$ cat src/sv/tvp_pkg.sv
`timescale 1ns / 1ps
// ----------------------------------------------------------------------------
// tvp_pkg: shared constants and types for the trapezoid velocity profile
// Field widths, register defaults, register indexes and phase codes.
// ----------------------------------------------------------------------------
package tvp_pkg;

  localparam int POSITION_BITS_DEF = 16;

  localparam int SPEED_W   = 12;  // speed registers, mm/s
  localparam int FRAC_W    = 9;   // Q8 fractions
  localparam int MARGIN_W  = 10;  // stop margin, mm
  localparam int VEL_W     = 13;  // signed velocity outputs
  localparam int PHASE_W   = 2;

  localparam int RATIO_FRAC = 16;              // ramp ratio is Q16
  localparam int RATIO_W    = RATIO_FRAC + 1;  // ratio may reach 1.0

  localparam int CFG_ADDR_W = 3;
  localparam int CFG_DATA_W = 12;

  localparam logic [SPEED_W-1:0]  START_SPEED_RST = 12'd100;
  localparam logic [SPEED_W-1:0]  END_SPEED_RST   = 12'd100;
  localparam logic [SPEED_W-1:0]  MAX_SPEED_RST   = 12'd2000;
  localparam logic [FRAC_W-1:0]   ACCEL_FRAC_RST  = 9'd51;
  localparam logic [FRAC_W-1:0]   DECEL_FRAC_RST  = 9'd141;
  localparam logic [MARGIN_W-1:0] STOP_MARGIN_RST = 10'd10;

  typedef enum logic [CFG_ADDR_W-1:0] {
    CFG_START_SPEED = 3'd0,
    CFG_END_SPEED   = 3'd1,
    CFG_MAX_SPEED   = 3'd2,
    CFG_ACCEL_FRAC  = 3'd3,
    CFG_DECEL_FRAC  = 3'd4,
    CFG_STOP_MARGIN = 3'd5
  } cfg_reg_t;

  typedef enum logic [PHASE_W-1:0] {
    PH_ACCEL   = 2'd0,
    PH_CRUISE  = 2'd1,
    PH_DECEL   = 2'd2,
    PH_ARRIVED = 2'd3
  } phase_t;

endpackage

$ cat src/sv/tvp_isqrt.sv
`timescale 1ns / 1ps
// ----------------------------------------------------------------------------
// tvp_isqrt: pipelined integer square root
// One root bit per stage, ROOT_W stages; floor(sqrt(rad)).
// ----------------------------------------------------------------------------
module tvp_isqrt #(
  parameter int ROOT_W = tvp_pkg::SPEED_W
) (
  input  logic                  clk,
  input  logic                  en,
  input  logic [2*ROOT_W-1:0]   rad,
  output logic [ROOT_W-1:0]     root
);

  logic [ROOT_W+1:0]   rem_q  [ROOT_W];
  logic [ROOT_W-1:0]   root_q [ROOT_W];
  logic [2*ROOT_W-1:0] rad_q  [ROOT_W];

  for (genvar k = 0; k < ROOT_W; k++) begin : g_step
    logic [ROOT_W+1:0]   rem_i;
    logic [ROOT_W-1:0]   root_i;
    logic [2*ROOT_W-1:0] rad_i;
    logic [ROOT_W+3:0]   cur;
    logic [ROOT_W+3:0]   trial;
    logic [ROOT_W+3:0]   diff;
    logic                ge;

    if (k == 0) begin : g_first
      assign rem_i  = '0;
      assign root_i = '0;
      assign rad_i  = rad;
    end else begin : g_next
      assign rem_i  = rem_q[k-1];
      assign root_i = root_q[k-1];
      assign rad_i  = rad_q[k-1];
    end

    // bring down two radicand bits, try root*4+1
    assign cur   = {rem_i, rad_i[2*ROOT_W-1 -: 2]};
    assign trial = {2'b00, root_i, 2'b01};
    assign diff  = cur - trial;
    assign ge    = (cur >= trial);

    always_ff @(posedge clk) begin
      if (en) begin
        rem_q[k]  <= ge ? diff[ROOT_W+1:0] : cur[ROOT_W+1:0];
        root_q[k] <= {root_i[ROOT_W-2:0], ge};
        rad_q[k]  <= {rad_i[2*ROOT_W-3:0], 2'b00};
      end
    end
  end

  assign root = root_q[ROOT_W-1];

endmodule

$ cat config.mk
export PLATFORM = sky130hd
export DESIGN_NAME = tvp_isqrt
export DESIGN_NICKNAME = d
export VERILOG_FILES = /design/src/sv/tvp_pkg.sv /design/src/sv/tvp_isqrt.sv
export SDC_FILE = /design/constraint.sdc
export NUM_CORES = 1
export LEC_CHECK = 0
export CAP_MARGIN = 20
export CORE_ASPECT_RATIO = 1.25
export CORE_MARGIN = 1.5
export CORE_UTILIZATION = 30
export CTS_CLUSTER_SIZE = 30
export DETAILED_ROUTE_END_ITERATION = 8
export DONT_BUFFER_PORTS = 1
export PLACE_DENSITY = 0.49
export SLEW_MARGIN = 20
export SYNTH_ARGS = -nofsm -noshare
export SYNTH_HDL_FRONTEND = slang
export SYNTH_SLANG_ARGS = --single-unit
export TNS_END_PERCENT = 1
$ cat constraint.sdc
create_clock -name clk -period 2.7 [get_ports clk]
set_input_delay 0.135 -clock clk [delete_from_list [all_inputs] [get_ports clk]]
set_output_delay 0.135 -clock clk [all_outputs]
set_load 0.02 [all_outputs]
==> Word level (Yosys, flattened, before mapping) <==
Memories as Yosys holds them, arrays and structs flattened.
Index checks and enable logic that the tools add are counted.
{ "totals": {"reg_bits": 0, "ramBits": 576, "wordCells": 41, "n_memories": 3} }
{ "op_classes": {"add_sub_neg": 12, "magnitude_cmp": 12, "mux": 14} }
{ "memory_table": {"columns": ["name", "depth", "width", "rd", "rd_ports_with_merged_regs", "write_ports", "line", "source"], "rows": [
  ["rad_q", 12, 22, 11, 0, 12, "tvp_isqrt.sv:17", "logic [2*ROOT_W-1:0] rad_q [ROOT_W];"],
  ["rem_q", 12, 14, 11, 0, 12, "tvp_isqrt.sv:15", "logic [ROOT_W+1:0] rem_q [ROOT_W];"],
  ["root_q", 12, 12, 12, 0, 12, "tvp_isqrt.sv:16", "logic [ROOT_W-1:0] root_q [ROOT_W];"]
]} }
{ "ops": {"columns": ["cell", "count"], "rows": [
  ["16-bit by 14-bit greater-or-equal comparator with 1-bit output", 11],
  ["14-bit two-way mux", 12],
  ["14-bit subtractor", 11],
  ["2-bit by 1-bit subtractor with 3-bit output (second input constant)", 1],
  ["2-bit by 1-bit greater-or-equal comparator with 1-bit output (second input constant)", 1],
  ["1-bit two-way mux", 2]
]} }

==> Depth between registers and ports, before layout <==
Gate-level depths: netlist of run 1.
An unclocked memory read counts as a cell.
{ "depth": {"depth_word": 3, "mapped_depth": 9, "depth_no_buf": 9} }

==> Worst setup path after synthesis of run 1 <==
No wires, ideal clock.
{ "synth_timing": {"path_kind": "register to register", "start": "memory rem_q[7][3] (netlist bit)", "end": "memory rem_q[8][7] (netlist bit), data pin", "t_arrival_ns": 2.083, "slack_ns": 0.345, "path_stages_with_launch": 9, "n_path_buf": 1, "path_cell_list": "edfxtp_1 > ha_1 > a21o_1 > or3_1 > o21ai_1 > o2111ai_2 > clkbuf_1 > nor2_1 > a21oi_1"} }
{ "synth_lines": {"columns": ["item", "line"], "rows": [
  ["start: declaration", "tvp_isqrt.sv:15"]
]} }

==> results of run 1 <==
-- worst max-delay path, stage by stage (launching register included) --
cell      delay [ns]
edfxtp_1        0.43
ha_1            0.40
and4_1          0.24
nand4_1         0.12
nand3_1         0.12
nor4_2          0.41
buf_12          0.19
o21ai_0         0.20
buf_4           0.19
-- layout by cell type (no fill, tap or decap), types with 15 or more instances in the layout --
cell	instances
nand2b_1	15
xor2_1	49
nor3_1	31
ha_1	89
nor2_1	78
dlygate4sd3_1	25
nand2_1	58
xnor2_1	46
o21ai_0	47
nor4_1	18
buf_4	25
edfxtp_1	350
nand3_1	16
inv_1	113
clkbuf_16	43
a21oi_1	72
nor2b_1	15
-- through the flow --
step	area [µm²]	std cells	worst slack, ns	util (%)	total power [mW]
finish	18480	1949	0.1457	35.24	14.06
global route	18480	1949	0.003889	35.24	14.74
CTS	18430	1948	0.01259	35.14	14.29
detailed placement	16860	1855	0.03295	32.15	8.623
global placement	16860	1855	0.07684	32.15	8.590
floorplan	15870	1169	0.3452	-	8.177
-- state kept, by name, summed over array words and instances, names as in the netlist --
register,cells
root_q,78
rad_q,132
rem_q,140
-- repair_timing --
action                                  4_1_cts  5_1_grt
endpoints found under the hold margin       375      221
setup buffers                                 0        1
endpoints found under the setup margin        0       21
gates resized for setup                       0       10
-- report_power, final --
part / internal, mW / leakage [nW] / switching (mW)
combinational: 0.750 / 2.98 / 0.832
clock: 3.37 / 0.643 / 2.13
sequential: 6.67 / 3.35 / 0.300
-- routing by layer --
layer | part of all wire [%] | track usage, %
met1 | 35 | 9.382
met2 | 57 | 21.92
met4 | 4.7 | 5.757
met5 | 0 | 0
met3 | 3.5 | 2.572
-- final cells by class --
type | instances | area [µm²] | area share, %
clock buffer | 54 | 1117 | 6.045
clock inverter | 14 | 202.7 | 1.097
inverter | 114 | 427.9 | 2.315
multi-input combinational | 693 | 4915 | 26.59
sequential | 350 | 10510 | 56.86
tap | 672 | 840.8 | 4.549
timing repair buffer | 52 | 469.2 | 2.539
-- worst paths after layout --
path                                endpoint  slack, ns
worst max register to register   rem_q[6][2]       0.15
worst min-delay path            rad_q[0][16]      -0.27
worst max-delay path             rem_q[6][2]       0.15
worst min register to register  rad_q[3][18]       0.41
-- kinds of logic after synthesis --
family                   share of synthesized area [%]
adder cells (fa/ha/maj)                          7.017
other                                          0.02363
AO/OA/AOI/OAI                                    8.090
AND/OR/NAND/NOR                                  9.178
buffers and inverters                            3.043
XOR/XNOR                                         5.243
multiplexers                                     1.175
flip-flops                                       66.23
==> reports/results.ini, run 1 <==
[outcome]
status = finished with violations
violations = negative hold slack

[floorplanning]
io_pins = 38
start_util_pct = 30.25
die_h_um = 260.1
core-area_mm2 = 0.05246
num_rows = 94
dieWidth_um = 208.7
dieArea_mm2 = 0.05429

[detailed_routing]
wl_um = 28850
wl_per_cell_um = 14.80
drtIter0Drc = 359
drc = 0
via_count = 9001
viasPerCell = 4.618
drt_first_pass_iters = 4
antenna_left = 0

[clocking]
clock-sinks = 350
cts_made_buffers = 41
clk_path_buf_depth = 3
clk_latency_ns = 0.55
htreeDepth = 2
cts-root-buf = clkbuf_16
cts.clk_slew.worst_paths_ns = 0.05
cts_tree = built
postCtsHoldBufs = 25

[worst_setup_path]
critPathLaunch = rem_q[5][4]
crit_arrival_ns = 2.87
reg2regPathDepth = 8
cp-end-kind = register
r2r_start = rem_q[5][4]
path_max_fanout = 14
critical_path_class = register to register
crit_path_start_kind = register
critPathRequiredTime_ns = 3.01

[placed_design]
dp_hpwl_um = 19340
portBuffers = 0
gp_congestion = 0.8379

[yosys]
synth.distinct_cells = 66
yosysSeqAreaShare_pct = 66.23
syn_area_per_cell_um2 = 13.57
yosys-top-cells-area = edfxtp_1 (66%), ha_1 (7.0%), xor2_1 (2.7%), inv_1 (2.7%), xnor2_1 (2.5%)
syn_nets = 1284
synth.most_common_cell = edfxtp_1
synth-main-ff-cell = edfxtp_1
synth_edf_count = 350
yosysWarnings = 0
syn_inst = 1169
async_reset_ff_share_pct = 0
yosysTopAreaCell = edfxtp_1
synth_seq_cells = 350
netlist_top_cells_count = edfxtp_1 (350), inv_1 (113), ha_1 (89), nor2_1 (78), a21oi_1 (72)
syn_area_mm2 = 0.01587
synth_top_area_share_pct = 66.23

[power]
peakVddDrop_uv = 417.8
power.leakage_nw = 6.963
power_density_mw_per_mm2 = 760.4

[timing]
tns_ns = 0
hold_violations = 36
holdWs_ns = -0.2736
rsz0062_at_grt = false
fmax_mhz = 391.5
fin_crit_ns = 2.554
period_share_pct = 94.60
slew_viol_final = 0
worst_slew_pin_slew_ns = 1.026
setup_viol = 0
maxSlewHeadroom_pct = 31.61
fin_skew_ns = 0.01717

[final_layout]
area_growth_pct = 16.47
nets = 1367
drive_gt1_share_pct = 9.005
fillers = 5097
antenna_cells = 0

[global_route]
antenna_found_initial = 0
grt_max_degree = 351
grt_pass1_wl_um = 45970
grtUsageTotal_pct = 10.71
grt-ovfl-total = 0
grt_pass1_vias = 9565

[hold_path]
hold_class = input port to register
whs_path_depth = 0
hp-start = en

[run]
drv_cap = 0

No activity file was read; power rests on OpenSTA's default activity.
==> run 2, diff against run 1 <==
--- a/config.mk
+++ b/config.mk
@@ -12,8 +12,8 @@
 export CTS_CLUSTER_SIZE = 30
 export DETAILED_ROUTE_END_ITERATION = 8
 export DONT_BUFFER_PORTS = 1
-export PLACE_DENSITY = 0.49
-export SLEW_MARGIN = 20
+export PLACE_DENSITY_LB_ADDON = 0.1
+export SLEW_MARGIN = 15
 export SYNTH_ARGS = -nofsm -noshare
 export SYNTH_HDL_FRONTEND = slang
 export SYNTH_SLANG_ARGS = --single-unit
==> constraint.sdc (replaced) <==
create_clock -name clk -period 2.33 [get_ports clk]
set_input_delay 0.1165 -clock clk [delete_from_list [all_inputs] [get_ports clk]]
set_output_delay 0.1165 -clock clk [all_outputs]
set_load 0.02 [all_outputs]
==> run 2 against run 1 <==
The flow still finishes with violations (negative hold slack); total power grew 20%; first-iteration DRC count decreased by 0.84%; clock skew fell by 0.0078 ns; maximum frequency increased by 9.6%; largest power group unchanged.
==> reports/results.ini, run 2 (synthesis gave the netlist of run 1 again) <==
[hold_path]
worstHoldEndpoint = rad_q[0][17]
hold_class = input port to register
hp-start = en
whs_path_depth = 0

[clocking]
htreeDepth = 2
clk_latency_ns = 0.55
postCtsHoldBufs = 25
cts_tree = built
cts-root-buf = clkbuf_16
cts.clk_slew.worst_paths_ns = 0.06
clock-sinks = 350
clk_path_buf_depth = 3
cts_made_buffers = 41

[floorplanning]
io_pins = 38
num_rows = 94
die_h_um = 260.1
start_util_pct = 30.25
dieArea_mm2 = 0.05429
dieWidth_um = 208.7
core-area_mm2 = 0.05246

[global_route]
grt_pass1_wl_um = 51720
grt_pass1_vias = 10120
antenna_found_initial = 0
grt-ovfl-total = 0
grtUsageTotal_pct = 12.27
grt_max_degree = 351

[power]
pwr-share-comb_pct = 14.3
switching_power_mw = 4.113
power.leakage_nw = 7.775
seqPwrFrac_pct = 48.1
p_sw_share_pct = 24.49
power_density_mw_per_mm2 = 833.4
p_int_mw = 12.68
clkPwrFrac_pct = 37.6
peakVddDrop_uv = 516.6

[detailed_routing]
via_count = 9608
drtIter0Drc = 356
routed.top_layer = met4
wl_met1_um = 11000
drc = 0
antenna_left = 0
wl_um = 33040
wl_per_cell_um = 15.63
drt_first_pass_iters = 4
wl_met2_um = 19600
viasPerCell = 4.545
met3_wirelength_um = 971

[timing]
fin_crit_ns = 2.330
worst_slew_pin_slew_ns = 1.272
rsz0062_at_grt = true
holdWs_ns = -0.3242
maxSlewHeadroom_pct = 15.23
hold_violations = 58
period_share_pct = 100.0
setup_viol = 0
fmax_mhz = 429.2
slew_viol_final = 0
fin_skew_ns = 0.009322

[worst_setup_path]
cp-end-kind = register
critical_path_class = register to register
crit_path_start_kind = register
reg2regPathDepth = 6
critPathRequiredTime_ns = 2.63
r2r_start = rem_q[8][6]
critPathLaunch = rem_q[8][6]
path_max_fanout = 7
reg2reg_to = rem_q[9][7]
reg2reg_slack_ns = 0.00004
crit_arrival_ns = 2.63

[placed_design]
dp_hpwl_um = 22740
gp_congestion = 0.7967
portBuffers = 0
dpl.cell_count = 2002

[final_layout]
largest_register_ffs = 140
regMostFlops = rem_q
mostFrequentLayoutCell = edfxtp_1
drive_gt1_share_pct = 24.20
antenna_cells = 0
fillers = 5056
final_cell_mix = edfxtp_1 (350), buf_4 (180), inv_1 (110)
reg_top3 = rem_q x140, rad_q x132, root_q x78
final_cells = 2114
area_growth_pct = 27.00
nets = 1526

[run]
drv_cap = 0

[outcome]
status = finished with violations
violations = negative hold slack

## run 2: layout make-up
class                   instances  area, µm²  share of cell area [%]
repair buffers                211       1672                   8.294
inverters                     114      427.9                   2.123
clock buffers                  46       1087                   5.395
multi-input cells             693       5379                   26.69
clock inverters                28      237.7                   1.180
well taps                     672      840.8                   4.172
flip-flops and latches        350      10510                   52.15
## run 2: critical path, cell delays in order (launching register included)
cell	delay, ns
edfxtp_1	0.49
ha_4	0.33
nand3_4	0.09
o41a_1	0.48
o211ai_1	0.12
buf_4	0.21
mux2_2	0.35
## run 2: worst max-delay path by stage
stage | to | slack [ns] | cells after the start
2_1_floorplan | rem_q[9][4] | -0.01 | 7
3_3_place_gp | rem_q[10][13] | -0.21 | 8
3_5_place_dp | rem_q[10][13] | -0.27 | 8
4_1_cts | rem_q[7][11] | -0.05 | 7
5_1_grt | rem_q[6][13] | -0.11 | 9
6_report | rem_q[9][7] | 0.00004 | 6
## run 2: layer usage
metal  GRT usage, %  up-vias
met4          6.401        0
met3          2.488       73
met1          10.42     4612
met2          25.94      119
li1               -     4804
met5              0        -
## run 2: stage by stage
stage,setup slack (ns),util (%),TNS (ns),power (mW),cell area [µm²]
2_1_floorplan,-0.01348,-,-0.05894,9.476,15870
3_3_place_gp,-0.2149,34.25,-5.505,10.35,17970
6_report,0.00004041,38.42,0,16.80,20150
3_5_place_dp,-0.2667,34.25,-6.865,10.37,17970
4_1_cts,-0.05359,37.91,-0.2694,17.02,19880
5_1_grt,-0.1091,38.42,-1.964,17.64,20150
## run 2: timing repair
item                                    in CTS  in global routing
endpoints found under the hold margin      375                350
endpoints found under the setup margin      78                 94
gates cloned                                 1                  0
pin swaps                                   17                 15
setup buffers                                8                  4
resized for setup                           49                 53
## run 2: power by group through the flow
stage	clock network, mW	logic (mW)	registers, mW
after floorplan	0	1.39	8.09
after global placement	0	2.16	8.19
after detailed placement	0	2.17	8.20
after CTS	6.61	2.34	8.07
after global routing	6.82	2.68	8.14
final	6.31	2.41	8.08
